$ cat config.mk
export PLATFORM = sky130hd
export DESIGN_NAME = graphics_command_stream_parser_core
export DESIGN_NICKNAME = d
export VERILOG_FILES = /design/src/rtl/gcsp_pkg.sv /design/src/rtl/gcsp_front.sv /design/src/rtl/gcsp_queue.sv /design/src/rtl/graphics_command_stream_parser_core.sv
export SDC_FILE = /design/constraint.sdc
export NUM_CORES = 1
export LEC_CHECK = 0
export ABC_AREA = 1
export BUFFER_PORTS_ARGS = -buffer_cell sky130_fd_sc_hd__buf_4
export CORE_MARGIN = 8
export CORE_UTILIZATION = 40
export CTS_BUF_LIST = sky130_fd_sc_hd__clkbuf_4
export CTS_CLUSTER_SIZE = 25
export DETAILED_ROUTE_END_ITERATION = 8
export GPL_TIMING_DRIVEN = 0
export PLACE_DENSITY_LB_ADDON = 0.3
export SLEW_MARGIN = 20
export SYNTH_ARGS = -nofsm -noshare
export SYNTH_HDL_FRONTEND = slang
export SYNTH_SLANG_ARGS = --single-unit
$ cat constraint.sdc
create_clock -name clock -period 18.1 [get_ports clock]
set_clock_uncertainty 0.05 [all_clocks]
set_input_delay 3.62 -clock clock [delete_from_list [all_inputs] [get_ports clock]]
set_output_delay 3.62 -clock clock [all_outputs]
set_load 0.01 [all_outputs]
$ cat src/rtl/gcsp_pkg.sv
// ----------------------------------------------------------------------------
// gcsp_pkg
// Shared types and codes of the command stream parser: parse phases, record
// kinds and the record that travels from the decoder to the result queue.
// ----------------------------------------------------------------------------
package gcsp_pkg;

   localparam int QUEUE_DEPTH = 4;

   // record kinds
   localparam logic [3:0] KIND_NOP        = 4'd0;
   localparam logic [3:0] KIND_CP_WRITE   = 4'd1;
   localparam logic [3:0] KIND_XF_WORD    = 4'd2;
   localparam logic [3:0] KIND_XF_INDEXED = 4'd3;
   localparam logic [3:0] KIND_CALL_LIST  = 4'd4;
   localparam logic [3:0] KIND_INVALIDATE = 4'd5;
   localparam logic [3:0] KIND_BP_WRITE   = 4'd6;
   localparam logic [3:0] KIND_DRAW       = 4'd7;
   localparam logic [3:0] KIND_VERTEX     = 4'd8;
   localparam logic [3:0] KIND_UNKNOWN    = 4'd9;

   // opcodes (command byte bits 7:3)
   localparam logic [4:0] OP_NOP     = 5'h00;
   localparam logic [4:0] OP_CP      = 5'h01;
   localparam logic [4:0] OP_XF      = 5'h02;
   localparam logic [4:0] OP_IDX_A   = 5'h04;
   localparam logic [4:0] OP_IDX_B   = 5'h05;
   localparam logic [4:0] OP_IDX_C   = 5'h06;
   localparam logic [4:0] OP_IDX_D   = 5'h07;
   localparam logic [4:0] OP_CALL    = 5'h08;
   localparam logic [4:0] OP_INVAL   = 5'h09;
   localparam logic [4:0] OP_BP      = 5'h0C;
   localparam logic [4:0] OP_DRAW_0  = 5'h10;
   localparam logic [4:0] OP_DRAW_2  = 5'h12;
   localparam logic [4:0] OP_DRAW_3  = 5'h13;
   localparam logic [4:0] OP_DRAW_4  = 5'h14;
   localparam logic [4:0] OP_DRAW_5  = 5'h15;
   localparam logic [4:0] OP_DRAW_6  = 5'h16;
   localparam logic [4:0] OP_DRAW_7  = 5'h17;

   // configuration register indexes
   localparam logic CSR_VERTEX_SIZE   = 1'b0;
   localparam logic CSR_RAM_ADDR_MASK = 1'b1;

   localparam logic [31:0] RAM_ADDR_MASK_RESET = 32'h01FF_FFFF;

   typedef enum logic [3:0] {
      PH_IDLE, PH_CP_ADDR, PH_CP_DATA, PH_XF_HDR, PH_XF_WORD,
      PH_IDX_INDEX, PH_IDX_DATA, PH_CALL_ADDR, PH_CALL_SIZE,
      PH_BP_DATA, PH_DRAW_COUNT, PH_VERTEX
   } phase_type;

   typedef struct packed {
      logic [3:0]  kind;
      logic [15:0] reg_addr;
      logic [31:0] data;
      logic [31:0] count;
      logic [15:0] index;
      logic [3:0]  variant;
      logic [2:0]  vat;
      logic        last;
   } record_type;

endpackage

$ cat src/rtl/gcsp_front.sv
// ----------------------------------------------------------------------------
// gcsp_front
// Byte decoder: classifies command bytes, assembles big-endian words and
// builds one record per completed command, word or vertex byte.
// ----------------------------------------------------------------------------
module gcsp_front (
   input  logic                clock,
   input  logic                reset,
   input  logic                take,
   input  logic [7:0]          in_byte,
   input  logic [7:0]          vertex_size,
   input  logic [31:0]         ram_addr_mask,
   output logic                rec_valid,
   output gcsp_pkg::record_type rec
);
   import gcsp_pkg::*;

   phase_type   phase_ff, phase_in;
   logic [7:0]  cmd_ff, cmd_in;
   logic [2:0]  bcnt_ff, bcnt_in;
   logic [31:0] asm_ff, asm_in;
   logic [31:0] hdr_ff, hdr_in;
   logic [16:0] wleft_ff, wleft_in;
   logic [23:0] vleft_ff, vleft_in;

   logic [31:0] word;
   logic [2:0]  bcnt_next;
   logic [2:0]  needed;
   logic        done;
   logic [16:0] xf_len;
   logic [23:0] total;
   logic [4:0]  op;

   // hold state
   always_ff @(posedge clock) begin
      if (reset) begin
         phase_ff <= PH_IDLE;
         cmd_ff   <= '0;
         bcnt_ff  <= '0;
         asm_ff   <= '0;
         hdr_ff   <= '0;
         wleft_ff <= '0;
         vleft_ff <= '0;
      end else if (take) begin
         phase_ff <= phase_in;
         cmd_ff   <= cmd_in;
         bcnt_ff  <= bcnt_in;
         asm_ff   <= asm_in;
         hdr_ff   <= hdr_in;
         wleft_ff <= wleft_in;
         vleft_ff <= vleft_in;
      end
   end

   // assemble words and decode the current byte
   always_comb begin
      word      = {asm_ff[23:0], in_byte};
      bcnt_next = bcnt_ff + 3'd1;
      unique case (phase_ff)
         PH_CP_ADDR:                           needed = 3'd1;
         PH_IDX_INDEX, PH_IDX_DATA, PH_DRAW_COUNT: needed = 3'd2;
         default:                              needed = 3'd4;
      endcase
      done   = (bcnt_next >= needed);
      xf_len = {1'b0, hdr_ff[31:16]} + 17'd1;
      // 16 x 8 product always fits in 24 bits
      total  = {8'd0, word[15:0]} * {16'd0, vertex_size};
      op     = in_byte[7:3];

      phase_in  = phase_ff;
      cmd_in    = cmd_ff;
      bcnt_in   = bcnt_ff;
      asm_in    = asm_ff;
      hdr_in    = hdr_ff;
      wleft_in  = wleft_ff;
      vleft_in  = vleft_ff;
      rec_valid = 1'b0;
      rec       = '0;
      rec.vat   = cmd_ff[2:0];

      unique case (phase_ff)
         // emit one record per vertex byte
         PH_VERTEX: begin
            rec_valid    = 1'b1;
            rec.kind     = KIND_VERTEX;
            rec.data     = {24'd0, in_byte};
            rec.count    = hdr_ff;
            rec.variant  = cmd_ff[6:3];
            rec.last     = (vleft_ff <= 24'd1);
            if (vleft_ff <= 24'd1) begin
               vleft_in = '0;
               phase_in = PH_IDLE;
            end else begin
               vleft_in = vleft_ff - 24'd1;
            end
         end
         // classify a command byte
         PH_IDLE: begin
            cmd_in   = in_byte;
            bcnt_in  = '0;
            asm_in   = '0;
            rec.vat  = in_byte[2:0];
            rec.last = 1'b1;
            unique case (op)
               OP_NOP: begin
                  rec_valid = 1'b1;
                  rec.kind  = KIND_NOP;
               end
               OP_CP:   phase_in = PH_CP_ADDR;
               OP_XF:   phase_in = PH_XF_HDR;
               OP_IDX_A, OP_IDX_B, OP_IDX_C, OP_IDX_D: phase_in = PH_IDX_INDEX;
               OP_CALL: phase_in = PH_CALL_ADDR;
               OP_INVAL: begin
                  rec_valid = 1'b1;
                  rec.kind  = KIND_INVALIDATE;
               end
               OP_BP:   phase_in = PH_BP_DATA;
               OP_DRAW_0, OP_DRAW_2, OP_DRAW_3, OP_DRAW_4, OP_DRAW_5, OP_DRAW_6,
               OP_DRAW_7: phase_in = PH_DRAW_COUNT;
               default: begin
                  rec_valid = 1'b1;
                  rec.kind  = KIND_UNKNOWN;
               end
            endcase
         end
         // collect operand bytes
         default: begin
            if (!done) begin
               asm_in  = word;
               bcnt_in = bcnt_next;
            end else begin
               asm_in  = '0;
               bcnt_in = '0;
               unique case (phase_ff)
                  PH_CP_ADDR: begin
                     hdr_in   = {24'd0, word[7:0]};
                     phase_in = PH_CP_DATA;
                  end
                  PH_CP_DATA: begin
                     phase_in     = PH_IDLE;
                     rec_valid    = 1'b1;
                     rec.kind     = KIND_CP_WRITE;
                     rec.reg_addr = hdr_ff[15:0];
                     rec.data     = word;
                     rec.last     = 1'b1;
                  end
                  PH_XF_HDR: begin
                     hdr_in   = word;
                     wleft_in = {1'b0, word[31:16]} + 17'd1;
                     phase_in = PH_XF_WORD;
                  end
                  PH_XF_WORD: begin
                     rec_valid    = 1'b1;
                     rec.kind     = KIND_XF_WORD;
                     rec.reg_addr = hdr_ff[15:0];
                     rec.data     = word;
                     rec.count    = {15'd0, xf_len};
                     rec.index    = 16'(xf_len - wleft_ff);
                     rec.last     = (wleft_ff <= 17'd1);
                     if (wleft_ff <= 17'd1) begin
                        wleft_in = '0;
                        phase_in = PH_IDLE;
                     end else begin
                        wleft_in = wleft_ff - 17'd1;
                     end
                  end
                  PH_IDX_INDEX: begin
                     hdr_in   = {16'd0, word[15:0]};
                     phase_in = PH_IDX_DATA;
                  end
                  PH_IDX_DATA: begin
                     phase_in     = PH_IDLE;
                     rec_valid    = 1'b1;
                     rec.kind     = KIND_XF_INDEXED;
                     rec.reg_addr = {4'd0, word[11:0]};
                     rec.count    = {27'd0, {1'b0, word[15:12]} + 5'd1};
                     rec.index    = hdr_ff[15:0];
                     rec.variant  = cmd_ff[6:3] - 4'd4;
                     rec.last     = 1'b1;
                  end
                  PH_CALL_ADDR: begin
                     hdr_in   = word & ram_addr_mask;
                     phase_in = PH_CALL_SIZE;
                  end
                  PH_CALL_SIZE: begin
                     phase_in  = PH_IDLE;
                     rec_valid = 1'b1;
                     rec.kind  = KIND_CALL_LIST;
                     rec.data  = hdr_ff;
                     rec.count = word;
                     rec.last  = 1'b1;
                  end
                  PH_BP_DATA: begin
                     phase_in     = PH_IDLE;
                     rec_valid    = 1'b1;
                     rec.kind     = KIND_BP_WRITE;
                     rec.reg_addr = {8'd0, word[31:24]};
                     rec.data     = {8'd0, word[23:0]};
                     rec.last     = 1'b1;
                  end
                  default: begin
                     hdr_in      = {16'd0, word[15:0]};
                     rec_valid   = 1'b1;
                     rec.kind    = KIND_DRAW;
                     rec.count   = {16'd0, word[15:0]};
                     rec.variant = cmd_ff[6:3];
                     rec.last    = (total == 24'd0);
                     if (total != 24'd0) begin
                        vleft_in = total;
                        phase_in = PH_VERTEX;
                     end else begin
                        phase_in = PH_IDLE;
                     end
                  end
               endcase
            end
         end
      endcase
   end

endmodule

$ cat src/rtl/gcsp_queue.sv
// ----------------------------------------------------------------------------
// gcsp_queue
// Result queue: holds decoded records until the consumer pops them, so the
// decoder keeps taking bytes while results wait, until the queue is full.
// ----------------------------------------------------------------------------
module gcsp_queue #(
   parameter int Depth = gcsp_pkg::QUEUE_DEPTH
) (
   input  logic                 clock,
   input  logic                 reset,
   input  logic                 push,
   input  gcsp_pkg::record_type push_rec,
   input  logic                 pop,
   output logic                 full,
   output logic                 empty,
   output gcsp_pkg::record_type head
);
   import gcsp_pkg::*;

   localparam int AW = (Depth > 1) ? $clog2(Depth) : 1;

   record_type      slot_ff [Depth];
   logic [AW-1:0]   wptr_ff, wptr_in;
   logic [AW-1:0]   rptr_ff, rptr_in;
   logic [AW:0]     fill_ff, fill_in;
   logic            do_push, do_pop;

   assign full    = (fill_ff == (AW+1)'(Depth));
   assign empty   = (fill_ff == '0);
   assign head    = slot_ff[rptr_ff];
   assign do_push = push && !full;
   assign do_pop  = pop && !empty;

   // advance pointers and fill level
   always_comb begin
      wptr_in = wptr_ff;
      rptr_in = rptr_ff;
      if (do_push) begin
         wptr_in = (wptr_ff == AW'(Depth - 1)) ? '0 : wptr_ff + 1'b1;
      end
      if (do_pop) begin
         rptr_in = (rptr_ff == AW'(Depth - 1)) ? '0 : rptr_ff + 1'b1;
      end
      fill_in = fill_ff + (AW+1)'(do_push) - (AW+1)'(do_pop);
   end

   always_ff @(posedge clock) begin
      if (reset) begin
         wptr_ff <= '0;
         rptr_ff <= '0;
         fill_ff <= '0;
      end else begin
         wptr_ff <= wptr_in;
         rptr_ff <= rptr_in;
         fill_ff <= fill_in;
      end
   end

   // store records
   always_ff @(posedge clock) begin
      if (do_push) begin
         slot_ff[wptr_ff] <= push_rec;
      end
   end

endmodule

$ cat src/rtl/graphics_command_stream_parser_core.sv
// ----------------------------------------------------------------------------
// graphics_command_stream_parser_core
// Timing: a record is visible in the cycle after the byte that completes it is taken.
// Throughput: one byte per cycle while the queue is not full; the decoder and the
// record queue (depth QueueDepth) let the byte side run while results wait to be popped.
// Reset: synchronous; parser returns to awaiting an opcode, queue empties,
// vertex_size clears and ram_addr_mask returns to 0x01FFFFFF.
// ----------------------------------------------------------------------------
module graphics_command_stream_parser_core #(
   parameter int QueueDepth = gcsp_pkg::QUEUE_DEPTH
) (
   input  logic        clock,
   input  logic        reset,
   input  logic        req_push,
   output logic        req_full,
   input  logic [7:0]  req_in_byte,
   output logic        rsp_empty,
   input  logic        rsp_pop,
   output logic [3:0]  rsp_kind,
   output logic [15:0] rsp_reg_addr,
   output logic [31:0] rsp_data,
   output logic [31:0] rsp_count,
   output logic [15:0] rsp_index,
   output logic [3:0]  rsp_variant,
   output logic [2:0]  rsp_vat,
   output logic        rsp_last,
   input  logic        csr_we,
   input  logic        csr_addr,
   input  logic [31:0] csr_wdata
);
   import gcsp_pkg::*;

   logic [7:0]  vsize_ff;
   logic [31:0] mask_ff;
   logic        take;
   logic        rec_valid;
   record_type  rec;
   record_type  head;

   // configuration registers
   always_ff @(posedge clock) begin
      if (reset) begin
         vsize_ff <= '0;
         mask_ff  <= RAM_ADDR_MASK_RESET;
      end else if (csr_we) begin
         unique case (csr_addr)
            CSR_VERTEX_SIZE:   vsize_ff <= csr_wdata[7:0];
            CSR_RAM_ADDR_MASK: mask_ff  <= csr_wdata;
            default: ;
         endcase
      end
   end

   assign take = req_push && !req_full;

   gcsp_front u_front (
      .clock         (clock),
      .reset         (reset),
      .take          (take),
      .in_byte       (req_in_byte),
      .vertex_size   (vsize_ff),
      .ram_addr_mask (mask_ff),
      .rec_valid     (rec_valid),
      .rec           (rec)
   );

   gcsp_queue #(.Depth(QueueDepth)) u_queue (
      .clock    (clock),
      .reset    (reset),
      .push     (take && rec_valid),
      .push_rec (rec),
      .pop      (rsp_pop),
      .full     (req_full),
      .empty    (rsp_empty),
      .head     (head)
   );

   assign rsp_kind     = head.kind;
   assign rsp_reg_addr = head.reg_addr;
   assign rsp_data     = head.data;
   assign rsp_count    = head.count;
   assign rsp_index    = head.index;
   assign rsp_variant  = head.variant;
   assign rsp_vat      = head.vat;
   assign rsp_last     = head.last;

endmodule
==> results.yml <==
clock_tree:
  cts_resized: 0
  clkSinkCount: 592
  cts_setup_buffers: 0
  clkLatencyLatePin_ps: 980
  cts-root-buf: "clkbuf_4"
  clk_pin_slew_ps: 70
  cts.path.max_buffers: 3
  holdBufCountCts: 0
  cts_made_buffers: 159
  ctsHtreeMaxLevel: 4
  cts_tree: "built"
yosys:
  synth_xor_area_frac: 0.0114
  synth_top_family_by_area: "simple AND/OR/NAND/NOR gates"
  synth_edf_count: 432
  synth.avg_cell_area_sq_um: 9.17
  synth_top_flop_cell: "edfxtp_1"
  synthArstFlopShare: 0
  synth-simple-area-share: 0.160
  synth_compound_area_frac: 0.145
  syn-num-nets: 3569
  syn_inst: 3360
  ys_ff_latch: 592
  synthMuxAreaShare: 0
  ys_warn_count: 0
  synth_cell_types: 57
  synth-seq-area-share: 0.525
  syn_area_sq_um: 30800
  yosys.area_share.adder: 0.0871
critical_path:
  cp.required_ps: 14430
  end_kind: "output port"
  path_common_cell: "clkbuf_1"
  slowest_stage: "clkbuf_1"
  crit_type: "register to output port"
  cp.arrival_ps: 4900
  r2r-start: "vsize_ff[2]"
  slowest_delay_ps: 750
  cp-start-kind: "register"
  path_cells: "clkbuf_2, clkbuf_1, clkinv_1, clkbuf_1, clkbuf_1, o21ai_0, o22ai_1, buf_4"
  cp_max_fo: 10
drt:
  dr.first_iter.drc_count: 2553
  postRouteAntennaNets: 0
  wire_per_inst_microns: 21.1
  via_per_inst: 5.37
  firstDrtPassIters: 6
  routed_wl_microns: 102000
  drcViolationCount: 0
  vias: 26014
timing:
  hold_viol: 0
  setup_tns_ps: 0
  fmax_ghz: 0.117
  period_share: 0.474
  slew_headroom: 0.264
  rsz0062_at_grt: "false"
  setup_viol: 0
  max_slew.worst_pin.slew_ps: 1100
  finalCriticalPeriod_ps: 8570
  drv_slew: 0
floorplan:
  initial_core_util: 0.405
  rows: 101
  top_level_ports: 156
  fp.dieW_microns: 294
  core_sq_um: 76100
  die_h_microns: 294
  die_area_sq_um: 86200
global_routing:
  grt_util_all_layers: 0.231
  grt_start_max_net_pins: 24
  grt_pass1_wl_microns: 152000
  grt_pass1_vias: 25139
  overflow: 0
  antenna_found_initial: 4
power:
  vdd_drop_max_uv: 71.1
  p_total_mw: 5.22
  p_leak_nw: 14.5
  powerDensity_nw_per_um2: 146
finish:
  nNetsFinal: 3906
  fillCellCount: 7386
  fin_util: 0.471
  drive_above_1_share: 0.131
  mostFrequentLayoutCell: "nand2_1"
  area_delta_synth_final_pct: 16.2
  layout_common_cells: "nand2_1 (556), nor2_1 (463), edfxtp_1 (432)"
  fin_area_sq_um: 35800
flow_run:
  drv_cap: 0
worst_hold_path:
  hp-start: "u_front.cmd_ff[1]"
  min_path_type: "register to register"
place:
  place_congestion: 1.00
  hpwlAfterDp_microns: 76700
  port_buffers: 154
  placed_area_sq_um: 33800
run_status:
  outcome: "finished clean"
-- state kept, by name, indices dropped and copies added (netlist names), named ones only --
name              count
u_front.wleft_ff     17
mask_ff              32
u_front.phase_ff      4
u_queue.wptr_ff       2
u_queue.fill_ff       3
u_queue.rptr_ff       2
u_front.cmd_ff        7
u_front.bcnt_ff       3
u_front.asm_ff       24
u_queue.slot_ff     432
u_front.vleft_ff     24
vsize_ff              8
u_front.hdr_ff       32
-- stage by stage --
| step | instances | setup WS, ps | hold slack [ps] |
|---|---|---|---|
| after floorplan | 3360 | 8320 | 375 |
| after detailed placement | 4566 | 8930 | 393 |
| after CTS | 4843 | 9040 | 406 |
| final | 4848 | 9530 | 406 |
| after global routing | 4846 | 9330 | 427 |
| after global placement | 4544 | 3780 | 387 |
-- where the power goes --
group,switching [mW],leakage [nW],internal (mW)
Sequential,0.0920,5.53,1.72
Clock,0.566,1.18,0.605
Combinational,1.50,7.83,0.731
Total,2.16,14.5,3.06
-- cells by family after synthesis --
group,after synthesis
and+or+nand+nor,1211
buffers and inverters,573
adders and majority gates,163
DFF,592
xor gates and xnor gates,40
AOI/OAI and AO/OA,781
-- Yosys cell counts (12+ instances only) --
cell type,instances,area (sq um)
a21oi_1,155,776
a22oi_1,13,97.6
clkbuf_1,154,578
dfxtp_1,160,3200
edfxtp_1,432,13000
fa_1,86,1720
ha_1,77,963
inv_1,373,1400
inv_2,20,75.1
nand2_1,556,2090
nand3_1,101,505
nand4_1,25,156
nor2_1,467,1750
nor3_1,21,105
o21ai_0,357,1790
o221ai_1,12,105
o22ai_1,154,963
o32ai_1,27,236
xor2_1,33,289
-- worst paths after layout --
| kind | end | slack, ps | cells after the start |
|---|---|---|---|
| worst max-delay path | rsp_data[28] | 9530 | 8 |
| worst min-delay path | u_front.cmd_ff[1] | 410 | 2 |
| worst max register to register | u_queue.slot_ff[3][0] | 11880 | 22 |
| worst min register to register | u_front.cmd_ff[1] | 410 | 2 |
-- cell type report --
class,instances,area (sq um),area share
inverters,397,1490,0.0416
well taps,1030,1290,0.0360
multi-input cells,2195,12500,0.348
flip-flops and latches,592,16200,0.452
clock inverters,46,277,0.00772
diodes,5,12.5,0.000349
clock buffers,231,1730,0.0484
repair buffers,176,1650,0.0461
plain buffers,176,711,0.0198
-- worst max-delay path, delay by kind of cell (launching register included) --
family / cells / cell delay (ps)
buf+inv: 6 / 3140
compound gates: 2 / 450
flops: 1 / 310
-- metal layers --
layer	GRT usage	vias up	routed length, microns
li1	-	12215	-
met1	0.294	12466	41500
met2	0.381	1133	48400
met3	0.0475	198	7920
met4	0.101	2	4230
met5	0	-	16
Note: power is estimated with default switching activity, not from simulation.
